===== src/hw/rtl/usq_pkg.sv =====
// ---------------------------------------------------------------------------
// usq_pkg: shared types and constants of the upshift sequencer
// Phase and spark codes, configuration and result records, reset values.
// ---------------------------------------------------------------------------
`default_nettype none

package usq_pkg;

  localparam int COUNT_BITS_DEF = 16;
  localparam int GEAR_BITS_DEF  = 4;

  localparam int TIME_W  = 32;
  localparam int LIMIT_W = 16;
  localparam int TOTAL_W = 16;
  localparam int CFG_AW  = 3;

  // Shift phases
  typedef enum logic [2:0] {
    PH_IDLE      = 3'd0,
    PH_PRELOAD   = 3'd1,
    PH_EXIT      = 3'd2,
    PH_SPARK_RET = 3'd3,
    PH_ENTER     = 3'd4,
    PH_EXTRA     = 3'd5,
    PH_FINISH    = 3'd6
  } phase_t;

  // Spark-cut command codes
  typedef enum logic [1:0] {
    SPK_NONE  = 2'd0,
    SPK_GUARD = 2'd1,
    SPK_FORCE = 2'd2,
    SPK_RPM   = 2'd3
  } spark_t;

  // Configuration register indexes
  typedef enum logic [CFG_AW-1:0] {
    REG_TIME_ONLY     = 3'd0,
    REG_PRELOAD       = 3'd1,
    REG_EXIT_TIMEOUT  = 3'd2,
    REG_EXIT_TIME     = 3'd3,
    REG_SPARK_RETURN  = 3'd4,
    REG_ENTER_TIMEOUT = 3'd5,
    REG_ENTER_TIME    = 3'd6,
    REG_EXTRA_PUSH    = 3'd7
  } reg_idx_t;

  typedef struct packed {
    logic               time_only_mode;
    logic [LIMIT_W-1:0] preload_ms;
    logic [LIMIT_W-1:0] exit_timeout_ms;
    logic [LIMIT_W-1:0] exit_time_ms;
    logic [LIMIT_W-1:0] spark_return_ms;
    logic [LIMIT_W-1:0] enter_timeout_ms;
    logic [LIMIT_W-1:0] enter_time_ms;
    logic [LIMIT_W-1:0] extra_push_ms;
  } cfg_t;

  localparam cfg_t CFG_RESET = '{
    time_only_mode:   1'b0,
    preload_ms:       16'd10,
    exit_timeout_ms:  16'd50,
    exit_time_ms:     16'd20,
    spark_return_ms:  16'd20,
    enter_timeout_ms: 16'd50,
    enter_time_ms:    16'd20,
    extra_push_ms:    16'd10
  };

  // One result word, last field in the lowest bits when packed
  typedef struct packed {
    logic [TOTAL_W-1:0] good_shifts;
    logic [TOTAL_W-1:0] total_shifts;
    logic               busy_res;
    logic               shift_success;
    logic               shift_done;
    logic               timeout_error;
    spark_t             spark_cmd;
    logic               sol_drive;
  } res_t;

  localparam int RES_W     = $bits(res_t);
  localparam int OUT_TDATA_W = ((RES_W + 7) / 8) * 8;

endpackage

`default_nettype wire


===== src/hw/rtl/upshift_sequencer_top.sv =====
// ---------------------------------------------------------------------------
// upshift_sequencer_top: gearbox upshift sequencer
// Feed one word per control tick on the in_ stream; each tick yields one
// result word on the out_ stream with solenoid drive, spark-cut code,
// timeout, done/success flags, busy and the shift counters.
// Timing registers are written through cfg_we/cfg_addr/cfg_wdata; the user
// must write them only while the block is idle (the block does not enforce
// it); cfg_addr is the register index. A word accepted on in_ is held in
// the input register; its result is registered in the result register.
// Throughput: one word per cycle while out_tready is high; the phase logic
// is a subtract, compares and a phase mux between the input and result registers.
// Reset (rst_n low, synchronous): phase idle, counters zero, timing
// registers at their defaults, both streams empty.
// When out_tready is low the result word holds and one more tick word is
// taken into the input register; after that in_tready drops.
// ---------------------------------------------------------------------------
`default_nettype none

module upshift_sequencer_top
  import usq_pkg::*;
#(
  parameter int COUNT_BITS = COUNT_BITS_DEF,
  parameter int GEAR_BITS  = GEAR_BITS_DEF,
  localparam int IN_FIELDS_W = TIME_W + GEAR_BITS + 1,
  localparam int IN_TDATA_W  = ((IN_FIELDS_W + 7) / 8) * 8
) (
  input  wire logic                   clk,
  input  wire logic                   rst_n,
  // now_ms [31:0], gear_state [32+:GEAR_BITS], start_shift, zero pad
  input  wire logic [IN_TDATA_W-1:0]  in_tdata,
  input  wire logic                   in_tvalid,
  output logic                        in_tready,
  // sol_drive, spark_cmd[2], timeout_error, shift_done, shift_success,
  // busy_res, total_shifts[16], good_shifts[16], zero pad
  output logic [OUT_TDATA_W-1:0]      out_tdata,
  output logic                        out_tvalid,
  input  wire logic                   out_tready,
  input  wire logic                   cfg_we,
  input  wire logic [CFG_AW-1:0]      cfg_addr,
  input  wire logic [LIMIT_W-1:0]     cfg_wdata
);

  cfg_t                 cfg;
  logic                 take;
  logic                 s1_valid;
  logic [TIME_W-1:0]    s1_now;
  logic [GEAR_BITS-1:0] s1_gear;
  logic                 s1_start;
  res_t                 res_comb;
  res_t                 res_q;

  usq_cfg u_cfg (
    .clk       (clk),
    .rst_n     (rst_n),
    .cfg_we    (cfg_we),
    .cfg_addr  (cfg_addr),
    .cfg_wdata (cfg_wdata),
    .cfg_o     (cfg)
  );

  usq_in_reg #(
    .GEAR_BITS (GEAR_BITS)
  ) u_in_reg (
    .clk      (clk),
    .rst_n    (rst_n),
    .in_valid (in_tvalid),
    .in_ready (in_tready),
    .now_ms_i (in_tdata[TIME_W-1:0]),
    .gear_i   (in_tdata[TIME_W +: GEAR_BITS]),
    .start_i  (in_tdata[TIME_W + GEAR_BITS]),
    .take     (take),
    .valid_o  (s1_valid),
    .now_ms_o (s1_now),
    .gear_o   (s1_gear),
    .start_o  (s1_start)
  );

  usq_core #(
    .COUNT_BITS (COUNT_BITS),
    .GEAR_BITS  (GEAR_BITS)
  ) u_core (
    .clk    (clk),
    .rst_n  (rst_n),
    .cfg_i  (cfg),
    .take   (take),
    .now_ms (s1_now),
    .gear   (s1_gear),
    .start  (s1_start),
    .res_o  (res_comb)
  );

  usq_out_reg u_out_reg (
    .clk       (clk),
    .rst_n     (rst_n),
    .src_valid (s1_valid),
    .res_i     (res_comb),
    .take      (take),
    .out_valid (out_tvalid),
    .out_ready (out_tready),
    .res_o     (res_q)
  );

  assign out_tdata = OUT_TDATA_W'(res_q);

endmodule

`default_nettype wire


===== src/hw/rtl/usq_cfg.sv =====
// ---------------------------------------------------------------------------
// usq_cfg: configuration register file
// Holds the eight shift timing and mode registers, written by index.
// ---------------------------------------------------------------------------
`default_nettype none

module usq_cfg
  import usq_pkg::*;
(
  input  wire logic               clk,
  input  wire logic               rst_n,
  input  wire logic               cfg_we,
  input  wire logic [CFG_AW-1:0]  cfg_addr,
  input  wire logic [LIMIT_W-1:0] cfg_wdata,
  output cfg_t                    cfg_o
);

  cfg_t cfg_r;
  cfg_t cfg_nxt;

  // Decode the write index
  always_comb begin
    cfg_nxt = cfg_r;
    if (cfg_we) begin
      case (reg_idx_t'(cfg_addr))
        REG_TIME_ONLY:     cfg_nxt.time_only_mode   = cfg_wdata[0];
        REG_PRELOAD:       cfg_nxt.preload_ms       = cfg_wdata;
        REG_EXIT_TIMEOUT:  cfg_nxt.exit_timeout_ms  = cfg_wdata;
        REG_EXIT_TIME:     cfg_nxt.exit_time_ms     = cfg_wdata;
        REG_SPARK_RETURN:  cfg_nxt.spark_return_ms  = cfg_wdata;
        REG_ENTER_TIMEOUT: cfg_nxt.enter_timeout_ms = cfg_wdata;
        REG_ENTER_TIME:    cfg_nxt.enter_time_ms    = cfg_wdata;
        REG_EXTRA_PUSH:    cfg_nxt.extra_push_ms    = cfg_wdata;
        default:           cfg_nxt = cfg_r;
      endcase
    end
  end

  always_ff @(posedge clk) begin
    if (!rst_n) begin
      cfg_r <= CFG_RESET;
    end else begin
      cfg_r <= cfg_nxt;
    end
  end

  assign cfg_o = cfg_r;

endmodule

`default_nettype wire


===== src/hw/rtl/usq_in_reg.sv =====
// ---------------------------------------------------------------------------
// usq_in_reg: input word register
// Captures one tick word and holds it until the sequencer consumes it.
// ---------------------------------------------------------------------------
`default_nettype none

module usq_in_reg
  import usq_pkg::*;
#(
  parameter int GEAR_BITS = GEAR_BITS_DEF
) (
  input  wire logic                 clk,
  input  wire logic                 rst_n,
  input  wire logic                 in_valid,
  output logic                      in_ready,
  input  wire logic [TIME_W-1:0]    now_ms_i,
  input  wire logic [GEAR_BITS-1:0] gear_i,
  input  wire logic                 start_i,
  input  wire logic                 take,
  output logic                      valid_o,
  output logic [TIME_W-1:0]         now_ms_o,
  output logic [GEAR_BITS-1:0]      gear_o,
  output logic                      start_o
);

  logic                 valid_r;
  logic [TIME_W-1:0]    now_ms_r;
  logic [GEAR_BITS-1:0] gear_r;
  logic                 start_r;

  // Accept a new word when empty or whenever the held one leaves this cycle
  assign in_ready = !valid_r || take;

  always_ff @(posedge clk) begin
    if (!rst_n) begin
      valid_r <= 1'b0;
    end else if (in_ready) begin
      valid_r <= in_valid;
    end
  end

  always_ff @(posedge clk) begin
    if (in_ready && in_valid) begin
      now_ms_r <= now_ms_i;
      gear_r   <= gear_i;
      start_r  <= start_i;
    end
  end

  assign valid_o  = valid_r;
  assign now_ms_o = now_ms_r;
  assign gear_o   = gear_r;
  assign start_o  = start_r;

endmodule

`default_nettype wire


===== src/hw/rtl/usq_core.sv =====
// ---------------------------------------------------------------------------
// usq_core: shift phase sequencer
// Keeps phase, start gear, phase start time and shift counters, and forms
// the result of one tick from the held input word.
// ---------------------------------------------------------------------------
`default_nettype none

module usq_core
  import usq_pkg::*;
#(
  parameter int COUNT_BITS = COUNT_BITS_DEF,
  parameter int GEAR_BITS  = GEAR_BITS_DEF
) (
  input  wire logic                 clk,
  input  wire logic                 rst_n,
  input  wire cfg_t                 cfg_i,
  input  wire logic                 take,
  input  wire logic [TIME_W-1:0]    now_ms,
  input  wire logic [GEAR_BITS-1:0] gear,
  input  wire logic                 start,
  output res_t                      res_o
);

  phase_t                phase_r, phase_nxt;
  logic [GEAR_BITS-1:0]  start_gear_r, start_gear_nxt;
  logic [TIME_W-1:0]     phase_start_r, phase_start_nxt;
  logic [COUNT_BITS-1:0] shift_cnt_r, shift_cnt_nxt;
  logic [COUNT_BITS-1:0] good_cnt_r, good_cnt_nxt;

  logic [TIME_W-1:0]     elapsed;
  logic [LIMIT_W-1:0]    limit;
  logic                  over;
  logic [GEAR_BITS:0]    target;
  logic                  gear_up;
  logic                  gear_at;
  logic                  gear_ge;
  logic                  timed;

  assign timed = cfg_i.time_only_mode;

  // Pick the time limit of the current phase
  always_comb begin
    case (phase_r)
      PH_PRELOAD:   limit = cfg_i.preload_ms;
      PH_EXIT:      limit = timed ? cfg_i.exit_time_ms : cfg_i.exit_timeout_ms;
      PH_SPARK_RET: limit = cfg_i.spark_return_ms;
      PH_ENTER:     limit = timed ? cfg_i.enter_time_ms : cfg_i.enter_timeout_ms;
      PH_EXTRA:     limit = cfg_i.extra_push_ms;
      default:      limit = '0;
    endcase
  end

  // Wrapping elapsed time against the limit
  assign elapsed = now_ms - phase_start_r;
  assign over    = elapsed > TIME_W'(limit);

  // Gear compares, target kept one bit wider so it never wraps
  assign target  = {1'b0, start_gear_r} + (GEAR_BITS+1)'(2);
  assign gear_up = gear > start_gear_r;
  assign gear_at = {1'b0, gear} == target;
  assign gear_ge = {1'b0, gear} >= target;

  // Phase transitions and tick outputs
  always_comb begin
    phase_nxt       = phase_r;
    start_gear_nxt  = start_gear_r;
    phase_start_nxt = phase_start_r;
    shift_cnt_nxt   = shift_cnt_r;
    good_cnt_nxt    = good_cnt_r;
    res_o           = '0;
    res_o.sol_drive = 1'b1;
    res_o.spark_cmd = SPK_NONE;

    case (phase_r)
      PH_PRELOAD: begin
        if (over) begin
          phase_start_nxt = now_ms;
          res_o.spark_cmd = SPK_GUARD;
          phase_nxt       = PH_EXIT;
        end
      end
      PH_EXIT: begin
        res_o.spark_cmd = SPK_GUARD;
        if (!timed) begin
          if (gear_up) begin
            phase_start_nxt = now_ms;
            phase_nxt       = PH_ENTER;
          end else if (over) begin
            res_o.timeout_error = 1'b1;
            res_o.spark_cmd     = SPK_NONE;
            phase_start_nxt     = now_ms;
            phase_nxt           = PH_SPARK_RET;
          end
        end else if (over) begin
          phase_start_nxt = now_ms;
          phase_nxt       = PH_ENTER;
        end
      end
      PH_SPARK_RET: begin
        res_o.spark_cmd = SPK_GUARD;
        if (gear_up || over) begin
          phase_start_nxt = now_ms;
          phase_nxt       = PH_ENTER;
        end
      end
      PH_ENTER: begin
        if (!timed) begin
          res_o.spark_cmd = SPK_RPM;
          if (gear_at) begin
            phase_start_nxt = now_ms;
            phase_nxt       = PH_EXTRA;
          end else if (over) begin
            res_o.timeout_error = 1'b1;
            phase_start_nxt     = now_ms;
            phase_nxt           = PH_EXTRA;
          end
        end else begin
          res_o.spark_cmd = SPK_FORCE;
          if (over) begin
            phase_start_nxt = now_ms;
            phase_nxt       = PH_EXTRA;
          end
        end
      end
      PH_EXTRA: begin
        if (over) begin
          phase_nxt = PH_FINISH;
        end
      end
      PH_FINISH: begin
        res_o.sol_drive  = 1'b0;
        res_o.shift_done = 1'b1;
        shift_cnt_nxt    = shift_cnt_r + COUNT_BITS'(1);
        if (gear_ge) begin
          res_o.shift_success = 1'b1;
          good_cnt_nxt        = good_cnt_r + COUNT_BITS'(1);
        end
        phase_nxt = PH_IDLE;
      end
      default: begin
        // Idle, and any unused code behaves as idle
        phase_nxt = PH_IDLE;
        if (start) begin
          start_gear_nxt  = gear;
          phase_start_nxt = now_ms;
          phase_nxt       = PH_PRELOAD;
        end else begin
          res_o.sol_drive = 1'b0;
        end
      end
    endcase

    res_o.busy_res     = phase_nxt != PH_IDLE;
    res_o.total_shifts = TOTAL_W'(shift_cnt_nxt);
    res_o.good_shifts  = TOTAL_W'(good_cnt_nxt);
  end

  // Commit state only when the tick result moves to the output
  always_ff @(posedge clk) begin
    if (!rst_n) begin
      phase_r       <= PH_IDLE;
      start_gear_r  <= '0;
      phase_start_r <= '0;
      shift_cnt_r   <= '0;
      good_cnt_r    <= '0;
    end else if (take) begin
      phase_r       <= phase_nxt;
      start_gear_r  <= start_gear_nxt;
      phase_start_r <= phase_start_nxt;
      shift_cnt_r   <= shift_cnt_nxt;
      good_cnt_r    <= good_cnt_nxt;
    end
  end

endmodule

`default_nettype wire


===== src/hw/rtl/usq_out_reg.sv =====
// ---------------------------------------------------------------------------
// usq_out_reg: result word register
// Holds one result word for the receiver and pulls the next one in when
// the register is empty or being drained.
// ---------------------------------------------------------------------------
`default_nettype none

module usq_out_reg
  import usq_pkg::*;
(
  input  wire logic clk,
  input  wire logic rst_n,
  input  wire logic src_valid,
  input  wire res_t res_i,
  output logic      take,
  output logic      out_valid,
  input  wire logic out_ready,
  output res_t      res_o
);

  logic valid_r;
  res_t res_r;

  // Load when empty or when the held word is taken this cycle
  assign take = src_valid && (!valid_r || out_ready);

  always_ff @(posedge clk) begin
    if (!rst_n) begin
      valid_r <= 1'b0;
    end else if (take) begin
      valid_r <= 1'b1;
    end else if (out_ready) begin
      valid_r <= 1'b0;
    end
  end

  always_ff @(posedge clk) begin
    if (take) begin
      res_r <= res_i;
    end
  end

  assign out_valid = valid_r;
  assign res_o     = res_r;

endmodule

`default_nettype wire


===== config.mk =====
export PLATFORM = sky130hd
export DESIGN_NAME = upshift_sequencer_top
export DESIGN_NICKNAME = d
export VERILOG_FILES = /design/src/hw/rtl/usq_pkg.sv /design/src/hw/rtl/upshift_sequencer_top.sv /design/src/hw/rtl/usq_cfg.sv /design/src/hw/rtl/usq_in_reg.sv /design/src/hw/rtl/usq_core.sv /design/src/hw/rtl/usq_out_reg.sv
export SDC_FILE = /design/constraint.sdc
export NUM_CORES = 1
export LEC_CHECK = 0
export BUFFER_PORTS_ARGS = -buffer_cell sky130_fd_sc_hd__buf_2
export CAP_MARGIN = 0
export CELL_PAD_IN_SITES_DETAIL_PLACEMENT = 1
export CELL_PAD_IN_SITES_GLOBAL_PLACEMENT = 2
export CORE_ASPECT_RATIO = 2
export CORE_MARGIN = 2
export CORE_UTILIZATION = 40
export DETAILED_ROUTE_END_ITERATION = 8
export GPL_ROUTABILITY_DRIVEN = 0
export PLACE_DENSITY = 0.8
export SLEW_MARGIN = 25
export SYNTH_ARGS = -nofsm -noshare
export SYNTH_HDL_FRONTEND = slang
export SYNTH_SLANG_ARGS = --single-unit

===== constraint.sdc =====
create_clock -name clk -period 10.8 [get_ports clk]
set_clock_uncertainty 0.1 [all_clocks]
set_input_delay 3.24 -clock clk [delete_from_list [all_inputs] [get_ports clk]]
set_output_delay 3.24 -clock clk [all_outputs]
set_load 0.005 [all_outputs]

---- After elaboration in Yosys (flattened, before gate mapping) ----
Index checks and enable logic that the tools add are counted.
cells by class
  add/subtract/negate cells ............... 4
  magnitude comparators ................... 3
  equality and inequality tests ........... 15
  multiplexer cells ....................... 42
  bitwise gates (word level) .............. 2
  reduce and logical (&&, ||, !) cells .... 24
operator list
  cell                                                             count
  32-bit 2-to-1 mux                                                7
  32-bit case mux with 5 select lines                              1
  16-bit 2-to-1 mux                                                5
  16-bit case mux with 5 select lines                              1
  3-bit 2-to-1 mux                                                 13
  16-bit by 1-bit adder with 16-bit output, second input constant  2
  32-bit by 16-bit > comparator with 1-bit output                  1
  32-bit subtractor                                                1
  3-bit == test, second input constant                             7
  3-bit case mux with 6 select lines                               1
  2-bit AND reduction                                              8
  3-bit by 2-bit == test with 1-bit output, second input constant  4
  1-bit 2-to-1 mux                                                 11
  2-bit case mux with 4 select lines                               1
  3-bit by 1-bit == test with 1-bit output, second input constant  2
  6-bit OR reduction                                               1
  4-bit by 2-bit adder with 5-bit output, second input constant    1
  4-bit by 5-bit == test with 1-bit output                         1
  4-bit by 5-bit greater-or-equal comparator with 1-bit output     1
  5-bit nonzero test                                               1
  5-bit OR reduction                                               1
  4-bit > comparator                                               1
  1-bit case mux with 2 select lines                               2
  4-bit AND reduction                                              1
  other kinds (10)                                                 15
word-level totals
  register bits ........................... 262
  bits of input ports ..................... 64
  output and inout bits ................... 42
  word-level logic and storage cells ...... 116

---- Depth between registers and ports, before layout ----
  word-level depth ........................ 8
  depth in mapped cells ................... 21

---- By module ----
From an unflattened synthesis, not the netlist that was laid out.
second synthesis, totals
  cells, all modules ...................... 1386
  area, all modules ....................... 13718.2 sq um
by module, submodules not included
  module                 times used  cells each  area each (sq um)
  usq_core               1           898         7048.0
  usq_cfg                1           401         4271.6
  usq_out_reg            1           43          1218.7
  usq_in_reg             1           42          1168.6
  upshift_sequencer_top  1           2           11.3

---- Worst setup path before layout ----
Ideal clock, no wire load.
  kind .................................... in2out
  start point ............................. input out_tready
  end point ............................... output in_tready
  arrival ................................. 3.507 ns
  setup slack ............................. 3.953 ns
  cell stages on the path ................. 2
  buffers on the path ..................... 0
  cell sequence ........................... nor2b_1 nand2_1
on the way
  cells in the longest elaborated chain, start to end .. 3
ends and longest elaborated chain
  what               RTL line                     text
  from (decl)        upshift_sequencer_top.sv:37  input wire logic out_tready,
  1-bit logical OR   usq_out_reg.sv:25            assign take = src_valid && (!valid_r || out_ready);
  1-bit logical AND  usq_out_reg.sv:25
  1-bit logical OR   usq_in_reg.sv:32             assign in_ready = !valid_r || take;
  to (decl)          upshift_sequencer_top.sv:32  output logic in_tready,
Every way passes these cells.

---- Final worst setup path ----
Same ends and word-level chain as after synthesis.

==> results_dict.tcl <==
set metrics [dict create \
    insertion_delay_ns 0.57 \
    post_cts_buffers 0 \
    rows 97 \
    rsz0062_at_grt "no" \
    die_y_um 269 \
    route.vias.total 11300 \
    period_needed_ns 7.17 \
    drc 0 \
    vias_per_cell 5.42 \
    synthCells 1566 \
    timing.rr.start "u_in_reg.now_ms_o[0]$_DFFE_PP_" \
    synth_ff_type "dfxtp_1" \
    totalWireLength_mm 39.2 \
    setup_violations 0 \
    ir_drop_mv 0.111 \
    ios 106 \
    worstReg2RegEnd "u_core.phase_start_r[22]$_SDFFE_PN0P_" \
    place_area_sq_um 14700 \
    crit_path_end_kind "output port" \
    syn_to_final_growth_pct 11.2 \
    power.density_nw_per_um2 150 \
    finish.instance_area_sq_um 15600 \
    worstSetupStartpointType "primary input" \
    final_hold_viol_count 0 \
    grt_pass1_wl_mm 62.8 \
    outcome "finished clean" \
    drtAntennaViolNets 0 \
    synth_seq_cells 262 \
    tightest_slew_ns 1.05 \
    crit_path_end "in_tready" \
    startpoint "out_tready" \
    yosysWarnings 0 \
    initial_utilization 0.403 \
    antenna_found_initial 1 \
    cp.required_ns 7.46 \
    clk_pin_slew_ns 0.06 \
    p_total_mw 2.35 \
    die_w_um 137 \
    min-delay-start "u_core.phase_start_r[21]$_SDFFE_PN0P_" \
    fmax_mhz 140 \
    finalCritPeriodShare 0.664 \
    avgSynthCellArea_sq_um 8.97 \
    grt_pass1_vias 12100 \
    clk_path_buf_depth 3 \
    power.leakage_nw 5.70 \
    htree_levels 1 \
    core_area_sq_um 34800 \
    root_buffer "clkbuf_16" \
    max_slew_margin 0.297 \
    die_area_sq_um 36700 \
    synth_top_cell_area_share 0.265 \
    fill_cells 4165 \
    nets 1744 \
    overflow 0 \
    grt_max_degree 119 \
    cts_made_buffers 27 \
    cts_resized 0 \
    synth_cell_types 94 \
    synth_nets 1689 \
    critPathKind "in2out" \
    drtPass1Iterations 6 \
    grtUsageTotal 0.215 \
    final_util 0.449 \
    critical_path.max_fanout 4 \
    cp_data_arrival_time_ns 3.83 \
    synth_top_cell_by_area "dfxtp_1" \
    r2r_cells 20 \
    synth_area_leaders "dfxtp_1, edfxtp_1, nand2_1" \
    cts.sinks 262 \
    max_cap_viol_count 0 \
    io_buffer_count 101 \
    synth_edf_count 76 \
    finalMaxSlewViolations 0 \
    setup_tns_ns 0 \
    ys_seq_area_frac 0.427 \
    syn_area_sq_um 14000 \
    timing.hold.ws_ns 0.359 \
    rrSetupSlack_ns 5.27 \
    cts_hold_buf 0 \
    worst_hold_path_type "reg2reg" \
    drive_above_1_share 0.130 \
    synth-async-reset-ratio 0 \
    drt_iter0_drc 329 \
    cts_tree "built" \
    place_hpwl_mm 27.2 \
    wl_per_cell_um 18.8 \
]
layout by cell type, fill, tap and decap left out, types with 19 or more instances in the layout:
| cell type | count |
|---|---|
| nand3_1 | 38 |
| clkbuf_16 | 27 |
| mux2i_1 | 72 |
| nand2_1 | 394 |
| dfxtp_1 | 184 |
| xnor2_1 | 38 |
| buf_2 | 100 |
| xor2_1 | 33 |
| nor2_1 | 48 |
| a21boi_0 | 106 |
| a21oi_1 | 54 |
| o21ai_0 | 58 |
| a22oi_1 | 19 |
| edfxtp_1 | 76 |
| and2_1 | 23 |
| ha_1 | 58 |
| inv_1 | 49 |
report_power, final:
| part | switching, mW | internal (mW) | leakage, nW | total [mW] |
|---|---|---|---|---|
| clock | 0.413 | 0.554 | 0.446 | 0.967 |
| combinational | 0.198 | 0.119 | 3.03 | 0.317 |
| sequential | 0.0189 | 1.04 | 2.22 | 1.06 |
synthesized netlist by cell type (3+ instances only):
cell,n
dfxtp_1,186
clkbuf_8,8
edfxtp_1,76
inv_1,49
o211ai_1,8
a21o_1,8
o21ai_0,58
and3_1,17
a221oi_2,3
mux2_2,3
nand2_1,394
clkbuf_1,52
a31oi_1,4
nand4_1,17
nor3_1,15
o21bai_1,4
buf_4,5
or3_1,11
o21a_1,9
a21oi_2,6
buf_2,7
a21oi_1,54
xor2_1,33
o22ai_1,4
a21boi_0,106
nor2_1,53
buf_6,4
buf_12,3
ha_1,58
a211oi_1,4
o21ai_2,3
nand2b_1,9
and3b_1,3
nor4_1,7
mux2i_1,72
o21ai_1,4
xnor2_1,38
a22oi_1,19
nor2b_1,16
or2_2,4
nand3_1,38
and2_1,24
buf_1,6
a221o_1,3
final cells by class:
type                       count  area, sq um  area share
multi-input combinational   1167         7370       0.471
antenna                        1         2.50    0.000160
clock inverter                10          119     0.00760
tap                          445          557      0.0356
clock buffer                  40          785      0.0502
timing repair buffer         113          606      0.0387
inverter                      50          188      0.0120
sequential                   262         6010       0.384
worst min-delay path by stage:
stage	to	slack (ns)	depth (start not counted)
5_1_grt	u_core.phase_start_r[19]$_SDFFE_PN0P_	0.38	2
4_1_cts	u_core.phase_start_r[30]$_SDFFE_PN0P_	0.36	2
3_3_place_gp	u_core.phase_start_r[20]$_SDFFE_PN0P_	0.34	2
6_report	u_core.phase_start_r[21]$_SDFFE_PN0P_	0.36	2
3_5_place_dp	u_core.phase_start_r[30]$_SDFFE_PN0P_	0.35	2
2_1_floorplan	u_core.phase_start_r[10]$_SDFFE_PN0P_	0.33	2
critical path, stage by stage:
cell and delay [ns]:
buf_2 0.09, nor2b_1 0.24, nand2_1 0.12, buf_2 0.14
logic make-up (layout without fill, tap and decap cells):
group                      after synthesis  in the layout  share of synthesized area
AOI/OAI and AO/OA                      333            333                      0.168
xor gates and xnor gates                73             73                     0.0474
adders and majority gates               59             59                     0.0531
buffers and inverters                  137            213                     0.0504
DFF                                    262            262                      0.427
muxes                                   75             75                     0.0537
other                                    1              2                   0.000267
and+or+nand+nor                        626            626                      0.200
registers in the layout (all words and copies together) (netlist names):
signal,cells
u_cfg.cfg_o,113
u_out_reg.res_o,39
u_core.phase_start_r,32
u_in_reg.now_ms_o,32
u_core.good_cnt_r,16
u_core.shift_cnt_r,16
u_core.start_gear_r,4
u_in_reg.gear_o,4
u_core.phase_r,3
u_in_reg.start_o,1
u_in_reg.valid_o,1
u_out_reg.out_valid,1
metal layers:
metal  vias to the layer above  wire length, um  global-route usage
met5                         -                0                   0
met4                         0             1080              0.0664
met3                        64              971              0.0229
met2                       142            22100               0.437
met1                      5585            15000               0.223
li1                       5520                -                   -
metrics by stage:
stage | worst slack [ns] | std cells
6_report | 3.63 | 2088
4_1_cts | 3.65 | 2087
2_1_floorplan | 3.95 | 1566
3_3_place_gp | 3.71 | 2037
3_5_place_dp | 3.65 | 2037
5_1_grt | 3.57 | 2088
(Power assumes the default switching activity.)
